File: src/rtl/core/ctm_pkg.sv
// ----------------------------------------------------------------------------
// ctm_pkg: shared types and constants of the call timeout monitor
// Item layouts, request and status codes, and the command and status
// bundles that pass between the controller and the datapath.
// ----------------------------------------------------------------------------
package ctm_pkg;

    localparam int TIME_BITS     = 48;
    localparam int SLOT_BITS     = 4;
    localparam int CFG_BITS      = 32;
    localparam int DEFAULT_SLOTS = 16;

    localparam logic [CFG_BITS-1:0] MAX_CALL_RESET = 32'd1000;

    localparam logic [1:0] REQ_REGISTER = 2'd0;
    localparam logic [1:0] REQ_COMPLETE = 2'd1;
    localparam logic [1:0] REQ_QUERY    = 2'd2;

    localparam logic [1:0] STATUS_OK         = 2'd0;
    localparam logic [1:0] STATUS_FULL       = 2'd1;
    localparam logic [1:0] STATUS_NOT_IN_USE = 2'd2;

    typedef struct packed {
        logic [1:0]           req_type;
        logic [TIME_BITS-1:0] now_ms;
        logic [SLOT_BITS-1:0] slot_in;
        logic [TIME_BITS-1:0] since_ms;
    } in_item_t;

    typedef struct packed {
        logic [SLOT_BITS-1:0] slot_out;
        logic [1:0]           status;
        logic                 healthy;
        logic                 late;
    } out_item_t;

    // controller -> datapath
    typedef struct packed {
        logic load_item;
        logic idx_clr;
        logic idx_inc;
        logic rd_en;
        logic rd_sel_slot;
        logic claim;
        logic full;
        logic bad_slot;
        logic complete;
        logic q_result;
        logic q_healthy;
        logic zero;
        logic push;
    } ctm_cmd_t;

    // datapath -> controller
    typedef struct packed {
        logic [1:0] req;
        logic       free_at_idx;
        logic       idx_last;
        logic       slot_ok;
        logic       seen_bad;
        logic       pend_over;
        logic       pend_last;
        logic       out_free;
    } ctm_stat_t;

endpackage

File: src/rtl/core/call_timeout_health_monitor_unit.sv
// ----------------------------------------------------------------------------
// call_timeout_health_monitor_unit: outstanding call timeout tracker
// Table of call start times with register, complete and health query.
// ----------------------------------------------------------------------------
// Items are handled one at a time. A register item walks the busy bits
// one slot a cycle from slot 0 to the lowest free slot and claims it.
// A complete item reads its start time and then checks it; a slot not in
// use skips the read. A health query that a recorded late completion
// already decides needs no scan; otherwise the single read port of the
// start-time RAM is scanned one slot a cycle. A finished result waits
// in the output register while the next item is accepted. The start-time
// RAM needs no clearing pass after reset. max_call_ms can be written at
// any time the block is idle and is always ready.
module call_timeout_health_monitor_unit #(
    parameter int SLOTS = ctm_pkg::DEFAULT_SLOTS
) (
    input  logic                         clk,
    input  logic                         rst_n,
    input  logic                         in_valid,
    output logic                         in_stall,
    input  ctm_pkg::in_item_t            in_data,
    output logic                         out_valid,
    input  logic                         out_stall,
    output ctm_pkg::out_item_t           out_data,
    input  logic                         cfg_valid,
    output logic                         cfg_ready,
    input  logic [ctm_pkg::CFG_BITS-1:0] cfg_data
);

    import ctm_pkg::*;

    ctm_cmd_t  cmd;
    ctm_stat_t stat;

    ctm_ctrl u_ctrl (
        .clk      (clk),
        .rst_n    (rst_n),
        .in_valid (in_valid),
        .in_stall (in_stall),
        .stat     (stat),
        .cmd      (cmd)
    );

    ctm_datapath #(
        .SLOTS (SLOTS)
    ) u_datapath (
        .clk       (clk),
        .rst_n     (rst_n),
        .in_data   (in_data),
        .out_valid (out_valid),
        .out_stall (out_stall),
        .out_data  (out_data),
        .cfg_valid (cfg_valid),
        .cfg_ready (cfg_ready),
        .cfg_data  (cfg_data),
        .cmd       (cmd),
        .stat      (stat)
    );

endmodule

File: src/rtl/core/ctm_ram.sv
// ----------------------------------------------------------------------------
// ctm_ram: generic single write, single read RAM
// One write port and one read port; read data is registered.
// ----------------------------------------------------------------------------
module ctm_ram #(
    parameter  int WIDTH = 8,
    parameter  int DEPTH = 16,
    localparam int AW    = $clog2(DEPTH)
) (
    input  logic             clk,
    input  logic             wr_en,
    input  logic [AW-1:0]    wr_addr,
    input  logic [WIDTH-1:0] wr_data,
    input  logic             rd_en,
    input  logic [AW-1:0]    rd_addr,
    output logic [WIDTH-1:0] rd_data
);

    logic [WIDTH-1:0] mem_reg [DEPTH];
    logic [WIDTH-1:0] rd_data_reg;

    always_ff @(posedge clk)
    begin
        if (wr_en)
        begin
            mem_reg[wr_addr] <= wr_data;
        end
        if (rd_en)
        begin
            rd_data_reg <= mem_reg[rd_addr];
        end
    end

    assign rd_data = rd_data_reg;

endmodule

File: src/rtl/core/ctm_datapath.sv
// ----------------------------------------------------------------------------
// ctm_datapath: slot table, limit register and result registers
// Holds the busy bits, the start-time RAM, the last late completion and
// the output register, and acts on commands from the controller.
// ----------------------------------------------------------------------------
module ctm_datapath #(
    parameter  int SLOTS = 16,
    localparam int IDXW  = $clog2(SLOTS)
) (
    input  logic                           clk,
    input  logic                           rst_n,
    input  ctm_pkg::in_item_t              in_data,
    output logic                           out_valid,
    input  logic                           out_stall,
    output ctm_pkg::out_item_t             out_data,
    input  logic                           cfg_valid,
    output logic                           cfg_ready,
    input  logic [ctm_pkg::CFG_BITS-1:0]   cfg_data,
    input  ctm_pkg::ctm_cmd_t              cmd,
    output ctm_pkg::ctm_stat_t             stat
);

    import ctm_pkg::*;

    in_item_t             item_reg,      item_next;
    logic [SLOTS-1:0]     busy_reg,      busy_next;
    logic [IDXW-1:0]      idx_reg,       idx_next;
    logic                 pend_reg,      pend_next;
    logic [IDXW-1:0]      pend_idx_reg,  pend_idx_next;
    logic                 seen_reg,      seen_next;
    logic [TIME_BITS-1:0] last_bad_reg,  last_bad_next;
    logic [CFG_BITS-1:0]  max_reg,       max_next;
    out_item_t            res_reg,       res_next;
    logic                 out_valid_reg, out_valid_next;
    out_item_t            out_data_reg,  out_data_next;

    logic [IDXW-1:0]      slot_idx;
    logic                 in_range;
    logic [TIME_BITS-1:0] start_ms;
    logic [TIME_BITS-1:0] dur_ms;
    logic                 over;
    logic                 out_free;

    assign slot_idx = IDXW'(item_reg.slot_in);
    assign in_range = (32'(item_reg.slot_in) < SLOTS);
    assign dur_ms   = item_reg.now_ms - start_ms;
    assign over     = dur_ms > TIME_BITS'(max_reg);
    assign out_free = !out_valid_reg || !out_stall;

    ctm_ram #(
        .WIDTH (TIME_BITS),
        .DEPTH (SLOTS)
    ) u_start_ram (
        .clk     (clk),
        .wr_en   (cmd.claim),
        .wr_addr (idx_reg),
        .wr_data (item_reg.now_ms),
        .rd_en   (cmd.rd_en),
        .rd_addr (cmd.rd_sel_slot ? slot_idx : idx_reg),
        .rd_data (start_ms)
    );

    always_comb
    begin
        item_next      = item_reg;
        busy_next      = busy_reg;
        idx_next       = idx_reg;
        pend_next      = pend_reg;
        pend_idx_next  = pend_idx_reg;
        seen_next      = seen_reg;
        last_bad_next  = last_bad_reg;
        max_next       = max_reg;
        res_next       = res_reg;
        out_valid_next = out_valid_reg;
        out_data_next  = out_data_reg;

        if (cmd.load_item)
        begin
            item_next = in_data;
        end

        if (cmd.idx_clr)
        begin
            idx_next  = '0;
            pend_next = 1'b0;
        end
        else
        begin
            if (cmd.rd_en && !cmd.rd_sel_slot)
            begin
                pend_next     = 1'b1;
                pend_idx_next = idx_reg;
            end
            if (cmd.idx_inc)
            begin
                idx_next = idx_reg + 1'b1;
            end
        end

        if (cmd.claim)
        begin
            busy_next[idx_reg] = 1'b1;
            res_next = '{slot_out: SLOT_BITS'(idx_reg), status: STATUS_OK,
                         healthy: 1'b0, late: 1'b0};
        end
        else if (cmd.full)
        begin
            res_next = '{slot_out: '0, status: STATUS_FULL, healthy: 1'b0, late: 1'b0};
        end
        else if (cmd.bad_slot)
        begin
            res_next = '{slot_out: '0, status: STATUS_NOT_IN_USE,
                         healthy: 1'b0, late: 1'b0};
        end
        else if (cmd.complete)
        begin
            busy_next[slot_idx] = 1'b0;
            if (over)
            begin
                seen_next     = 1'b1;
                last_bad_next = item_reg.now_ms;
            end
            res_next = '{slot_out: '0, status: STATUS_OK, healthy: 1'b0, late: over};
        end
        else if (cmd.q_result)
        begin
            res_next = '{slot_out: '0, status: STATUS_OK, healthy: cmd.q_healthy,
                         late: 1'b0};
        end
        else if (cmd.zero)
        begin
            res_next = '0;
        end

        // hold the waiting result until taken
        if (cmd.push)
        begin
            out_valid_next = 1'b1;
            out_data_next  = res_reg;
        end
        else if (out_valid_reg && !out_stall)
        begin
            out_valid_next = 1'b0;
        end

        if (cfg_valid)
        begin
            max_next = cfg_data;
        end
    end

    always_ff @(posedge clk or negedge rst_n)
    begin
        if (!rst_n)
        begin
            busy_reg      <= '0;
            idx_reg       <= '0;
            pend_reg      <= 1'b0;
            seen_reg      <= 1'b0;
            last_bad_reg  <= '0;
            max_reg       <= MAX_CALL_RESET;
            out_valid_reg <= 1'b0;
        end
        else
        begin
            busy_reg      <= busy_next;
            idx_reg       <= idx_next;
            pend_reg      <= pend_next;
            seen_reg      <= seen_next;
            last_bad_reg  <= last_bad_next;
            max_reg       <= max_next;
            out_valid_reg <= out_valid_next;
        end
    end

    always_ff @(posedge clk)
    begin
        item_reg     <= item_next;
        pend_idx_reg <= pend_idx_next;
        res_reg      <= res_next;
        out_data_reg <= out_data_next;
    end

    assign stat.req         = item_reg.req_type;
    assign stat.free_at_idx = !busy_reg[idx_reg];
    assign stat.idx_last    = (idx_reg == IDXW'(SLOTS - 1));
    assign stat.slot_ok     = in_range && busy_reg[slot_idx];
    assign stat.seen_bad    = seen_reg && (last_bad_reg >= item_reg.since_ms);
    assign stat.pend_over   = pend_reg && busy_reg[pend_idx_reg] && over;
    assign stat.pend_last   = pend_reg && (pend_idx_reg == IDXW'(SLOTS - 1));
    assign stat.out_free    = out_free;

    assign out_valid = out_valid_reg;
    assign out_data  = out_data_reg;
    assign cfg_ready = 1'b1;

    a_claim_free: assert property (@(posedge clk) disable iff (!rst_n)
        cmd.claim |-> !busy_reg[idx_reg])
        else $error("claim of a busy slot");

    a_claim_sets: assert property (@(posedge clk) disable iff (!rst_n)
        cmd.claim |=> busy_reg[$past(idx_reg)])
        else $error("claimed slot not marked busy");

    a_late_records: assert property (@(posedge clk) disable iff (!rst_n)
        (cmd.complete && over) |=> seen_reg && last_bad_reg == $past(item_reg.now_ms))
        else $error("late completion not recorded");

endmodule

File: src/rtl/core/ctm_ctrl.sv
// ----------------------------------------------------------------------------
// ctm_ctrl: sequencer of the call timeout monitor
// Takes one item at a time, walks the slot table as the request needs
// and hands the result to the output register.
// ----------------------------------------------------------------------------
module ctm_ctrl (
    input  logic               clk,
    input  logic               rst_n,
    input  logic               in_valid,
    output logic               in_stall,
    input  ctm_pkg::ctm_stat_t stat,
    output ctm_pkg::ctm_cmd_t  cmd
);

    import ctm_pkg::*;

    localparam logic [2:0] S_IDLE  = 3'd0;
    localparam logic [2:0] S_DISP  = 3'd1;
    localparam logic [2:0] S_RSCAN = 3'd2;
    localparam logic [2:0] S_CCHK  = 3'd3;
    localparam logic [2:0] S_QSCAN = 3'd4;
    localparam logic [2:0] S_OUT   = 3'd5;

    logic [2:0] state_reg, state_next;

    always_comb
    begin
        cmd        = '0;
        state_next = state_reg;
        unique case (state_reg)
            S_IDLE:
            begin
                if (in_valid)
                begin
                    cmd.load_item = 1'b1;
                    cmd.idx_clr   = 1'b1;
                    state_next    = S_DISP;
                end
            end
            S_DISP:
            begin
                unique case (stat.req)
                    REQ_REGISTER:
                    begin
                        state_next = S_RSCAN;
                    end
                    REQ_COMPLETE:
                    begin
                        if (!stat.slot_ok)
                        begin
                            cmd.bad_slot = 1'b1;
                            state_next   = S_OUT;
                        end
                        else
                        begin
                            cmd.rd_en       = 1'b1;
                            cmd.rd_sel_slot = 1'b1;
                            state_next      = S_CCHK;
                        end
                    end
                    REQ_QUERY:
                    begin
                        if (stat.seen_bad)
                        begin
                            cmd.q_result = 1'b1;
                            state_next   = S_OUT;
                        end
                        else
                        begin
                            state_next = S_QSCAN;
                        end
                    end
                    default:
                    begin
                        cmd.zero   = 1'b1;
                        state_next = S_OUT;
                    end
                endcase
            end
            S_RSCAN:
            begin
                // advance to the lowest free slot
                if (stat.free_at_idx)
                begin
                    cmd.claim  = 1'b1;
                    state_next = S_OUT;
                end
                else if (stat.idx_last)
                begin
                    cmd.full   = 1'b1;
                    state_next = S_OUT;
                end
                else
                begin
                    cmd.idx_inc = 1'b1;
                end
            end
            S_CCHK:
            begin
                cmd.complete = 1'b1;
                state_next   = S_OUT;
            end
            S_QSCAN:
            begin
                // check the slot read last cycle while the next is read
                if (stat.pend_over)
                begin
                    cmd.q_result = 1'b1;
                    state_next   = S_OUT;
                end
                else if (stat.pend_last)
                begin
                    cmd.q_result  = 1'b1;
                    cmd.q_healthy = 1'b1;
                    state_next    = S_OUT;
                end
                else
                begin
                    cmd.rd_en   = 1'b1;
                    cmd.idx_inc = !stat.idx_last;
                end
            end
            S_OUT:
            begin
                if (stat.out_free)
                begin
                    cmd.push   = 1'b1;
                    state_next = S_IDLE;
                end
            end
            default:
            begin
                state_next = S_IDLE;
            end
        endcase
    end

    always_ff @(posedge clk or negedge rst_n)
    begin
        if (!rst_n)
        begin
            state_reg <= S_IDLE;
        end
        else
        begin
            state_reg <= state_next;
        end
    end

    assign in_stall = (state_reg != S_IDLE);

    a_push_free: assert property (@(posedge clk) disable iff (!rst_n)
        cmd.push |-> stat.out_free)
        else $error("result pushed over a waiting item");

    a_accept_disp: assert property (@(posedge clk) disable iff (!rst_n)
        (in_valid && !in_stall) |=> state_reg == S_DISP)
        else $error("accepted item not dispatched");

    a_scan_ends: assert property (@(posedge clk) disable iff (!rst_n)
        (state_reg == S_QSCAN && stat.pend_last) |=> state_reg == S_OUT)
        else $error("query scan ran past the last slot");

endmodule
File: config.mk
export PLATFORM = sky130hd
export DESIGN_NAME = call_timeout_health_monitor_unit
export DESIGN_NICKNAME = d
export VERILOG_FILES = /design/src/rtl/core/ctm_pkg.sv /design/src/rtl/core/call_timeout_health_monitor_unit.sv /design/src/rtl/core/ctm_ram.sv /design/src/rtl/core/ctm_datapath.sv /design/src/rtl/core/ctm_ctrl.sv
export SDC_FILE = /design/constraint.sdc
export NUM_CORES = 1
export LEC_CHECK = 0
export BUFFER_PORTS_ARGS = -buffer_cell sky130_fd_sc_hd__buf_4
export CORE_MARGIN = 2
export CORE_UTILIZATION = 55
export CTS_CLUSTER_DIAMETER = 30
export CTS_CLUSTER_SIZE = 24
export DETAILED_ROUTE_END_ITERATION = 16
export PLACE_DENSITY = 0.75
export RECOVER_POWER = 100
export SYNTH_ARGS = -nofsm -noshare
export SYNTH_HDL_FRONTEND = slang
export SYNTH_SLANG_ARGS = --single-unit
export TNS_END_PERCENT = 30
File: constraint.sdc
create_clock -name clk -period 6.3 [get_ports clk]
set_input_delay 0.315 -clock clk [delete_from_list [all_inputs] [get_ports clk]]
set_output_delay 0.315 -clock clk [all_outputs]
set_load 0.05 [all_outputs]
==> results.json <==
{
  "status": "finished with violations",
  "failed_checks": "capacitance limit, slew limit",
  "setup_ws_ns": 0.196,
  "cts_tree": "built",
  "max_clock_freq_mhz": 164,
  "max_stage_delay_ns": 1.32,
  "yosysSeqAreaShare_pct": 69.9,
  "regArea_um2": 30800,
  "synthArstFlopShare_pct": 10.2,
  "dp_slack_ns": 0.162,
  "required_ns": 6.73,
  "yosysUniqueCellTypes": 73,
  "final_cell_count_no_fill": 4285,
  "io_buffers": 148,
  "wire_per_inst_um": 28.5,
  "netlist_area_um2": 44100,
  "globalplace.congestion": 0.916,
  "h-tree-depth": 4,
  "largest_register_ffs": 768,
  "syn-num-nets": 2890,
  "tightest_slew_ns": 3.37,
  "multiInputGateArea_um2": 12300,
  "synth_top_flop_cell": "edfxtp_1",
  "max-vdd-ir-drop_uv": 351,
  "cts_buffers": 171,
  "min_path_type": "in2reg",
  "core_um2": 79100,
  "synth_warnings": 0,
  "clock_tree.buffer_depth": 3,
  "drt-initial-drc-count": 3439,
  "ios": 150,
  "crit_path_end_kind": "register",
  "firstDrtPassIters": 5,
  "synth_cells": 2619,
  "grt_usage_pct": 30.2,
  "p_per_area_nw_per_um2": 484,
  "fin_nets": 3358,
  "drc": 0,
  "setup_viol": 0,
  "overflow": 0,
  "grt_max_degree": 64,
  "skew_ns": 0.0384,
  "critPathArrivalTime_ns": 6.54,
  "antenna_found_initial": 2,
  "wl_mm": 122,
  "hold_viol": 0,
  "dp_cells": 3819,
  "critPathMaxFanout": 28,
  "drive_gt1_share_pct": 23.8,
  "crit_path_top_delay_cell": "mux2i_2",
  "hpwl_mm": 71.4,
  "die_width_um": 287,
  "finish.utilization_pct": 68.6,
  "ys_seq_elements": 1044,
  "rsz0062_at_grt": "false",
  "synth-edff-count": 934,
  "ant_nets": 0,
  "critical-path-top-delay-family": "multiplexers",
  "crit_type": "reg2reg",
  "crit_path_frequent_cell": "mux4_2",
  "finalCritPeriodShare_pct": 96.9,
  "clk_pin_slew_ns": 0.05,
  "start_util_pct": 55.7,
  "dieArea_um2": 82400,
  "postSynthAreaPerCell_um2": 16.8,
  "crit_buf_inv": 2,
  "maxCapViolations": 21,
  "cp_cell_sequence": "mux4_2, mux2_2, o21ai_0, nand2b_1, buf_4, mux2i_2, clkbuf_4, mux4_2, and2_0, a211oi_1, a31oi_1",
  "cts-root-buf": "clkbuf_16",
  "die_h_um": 287,
  "clkLatencyLatePin_ns": 0.76,
  "grt_pass1_vias": 28200,
  "startpoint_type": "register",
  "fin_crit_ns": 6.10,
  "p_leak_nw": 19.7,
  "syn_to_final_growth_pct": 23.1,
  "dr_total_vias": 27200,
  "grt_pass1_wl_mm": 180,
  "finalSetupTns_ns": 0,
  "maxSlewViolCount": 578,
  "avgViaCountPerCell": 6.35,
  "rows": 103,
  "max_slew_margin_pct": -125,
  "numClockSinks": 1044,
  "fillers": 4942
}
## routing by layer
layer  vias to the layer above  routed length (um)  GRT usage (%)  share of wire, %
met5                         -                  11              0            0.0090
met4                         2                4660           12.4               3.8
met1                     13800               46100           40.5                38
met2                      1772               58700           48.4                48
li1                      11300                   -              -                 -
met3                       322               12600           6.64                10
## through the flow
stage          area [um^2]  power [mW]  hold slack (ns)
2_1_floorplan        44100        14.1           0.0194
3_3_place_gp         47200        16.5            0.421
3_5_place_dp         47200        16.6            0.419
4_1_cts              54500        26.3          0.00882
5_1_grt              54300        27.3           0.0729
6_report             54300        26.3           0.0452
## worst reg2reg max path, delay by kind of cell, from the launching register on
kind	cells	cell delay [ns]
flip-flops	1	0.62
buffers and inverters	2	1.04
AND/OR/NAND/NOR	2	0.37
multiplexers	4	2.77
AO/OA/AOI/OAI	3	0.98
## path summary, 6_finish.rpt
path | cells after the start | endpoint | start | slack [ns]
worst min-delay path | 3 | u_datapath.max_reg[8]$_DFFE_PN1P_ | cfg_valid | 0.05
worst max-delay path | 11 | u_datapath.u_start_ram.rd_data[38]$_DFFE_PP_ | u_datapath.slot_idx[0]$_DFFE_PP_ | 0.20
worst max register to register | 11 | u_datapath.u_start_ram.rd_data[38]$_DFFE_PP_ | u_datapath.slot_idx[0]$_DFFE_PP_ | 0.20
min in group asynchronous | 2 | u_datapath.busy_reg[15]$_DFFE_PN0P_ | rst_n | 1.22
max in group asynchronous | 3 | u_datapath.max_reg[31]$_DFFE_PN0P_ | rst_n | 2.11
worst min register to register | 0 | u_datapath.out_data[7]$_DFFE_PP_ | u_datapath.res_reg[7]$_SDFFCE_PN0P_ | 0.43
## Yosys cell counts, types with 19 or more instances
cell | number | area share (%)
edfxtp_1 | 934 | 64
mux4_2 | 205 | 10
nand2_1 | 201 | 1.7
inv_1 | 147 | 1.3
ha_1 | 131 | 3.7
dfrtp_1 | 100 | 5.7
a21oi_1 | 90 | 1.0
o21ai_0 | 83 | 0.94
clkbuf_1 | 69 | 0.59
and2_1 | 68 | 0.97
a31oi_1 | 59 | 0.84
a211oi_1 | 55 | 0.94
mux2_2 | 52 | 1.3
nor2_1 | 45 | 0.38
nand4_1 | 37 | 0.53
buf_2 | 30 | 0.34
nand3_1 | 29 | 0.33
a21o_1 | 24 | 0.41
xor2_1 | 19 | 0.38
## repair_timing
action                                  in CTS  in global routing
endpoints found under the hold margin      184                  0
gates resized for setup                      0                  5
endpoints found under the setup margin       0                113
hold buffers                               136                  0
buffers inserted                             0                  9
## kinds of logic after synthesis
group,synth area share [%]
other cells,0.00851
fa+ha+maj,3.76
xor+xnor,0.735
simple gates,5.28
compound gates,5.94
buf+inv,2.43
mux,12.0
flops,69.9
## layout by cell type, fill, tap and decap left out, drive strengths merged, types with 29 or more instances in the layout
cell / n
edfxtp: 934
clkbuf: 368
mux4: 205
nand2: 201
inv: 164
dlygate4sd3: 136
ha: 131
dfrtp: 100
buf: 98
a21oi: 90
o21ai: 85
and2: 68
clkinv: 67
a31oi: 59
a211oi: 55
mux2: 53
nor2: 45
nand4: 37
nand3: 29
## cell type report
type                       count  area share [%]
sequential                  1044            56.7
multi-input combinational   1316            22.7
clock buffer                 195            8.28
timing repair buffer         407            6.19
clock inverter               125            2.67
tap                         1050            2.42
inverter                     147            1.02
antenna                        1         0.00461
## power by group
group | internal [mW] | switching, mW
registers | 8.51 | 0.520
clock network | 6.05 | 3.44
logic | 3.21 | 4.56
total | 17.8 | 8.52
Power figures use the tool's default switching activity.
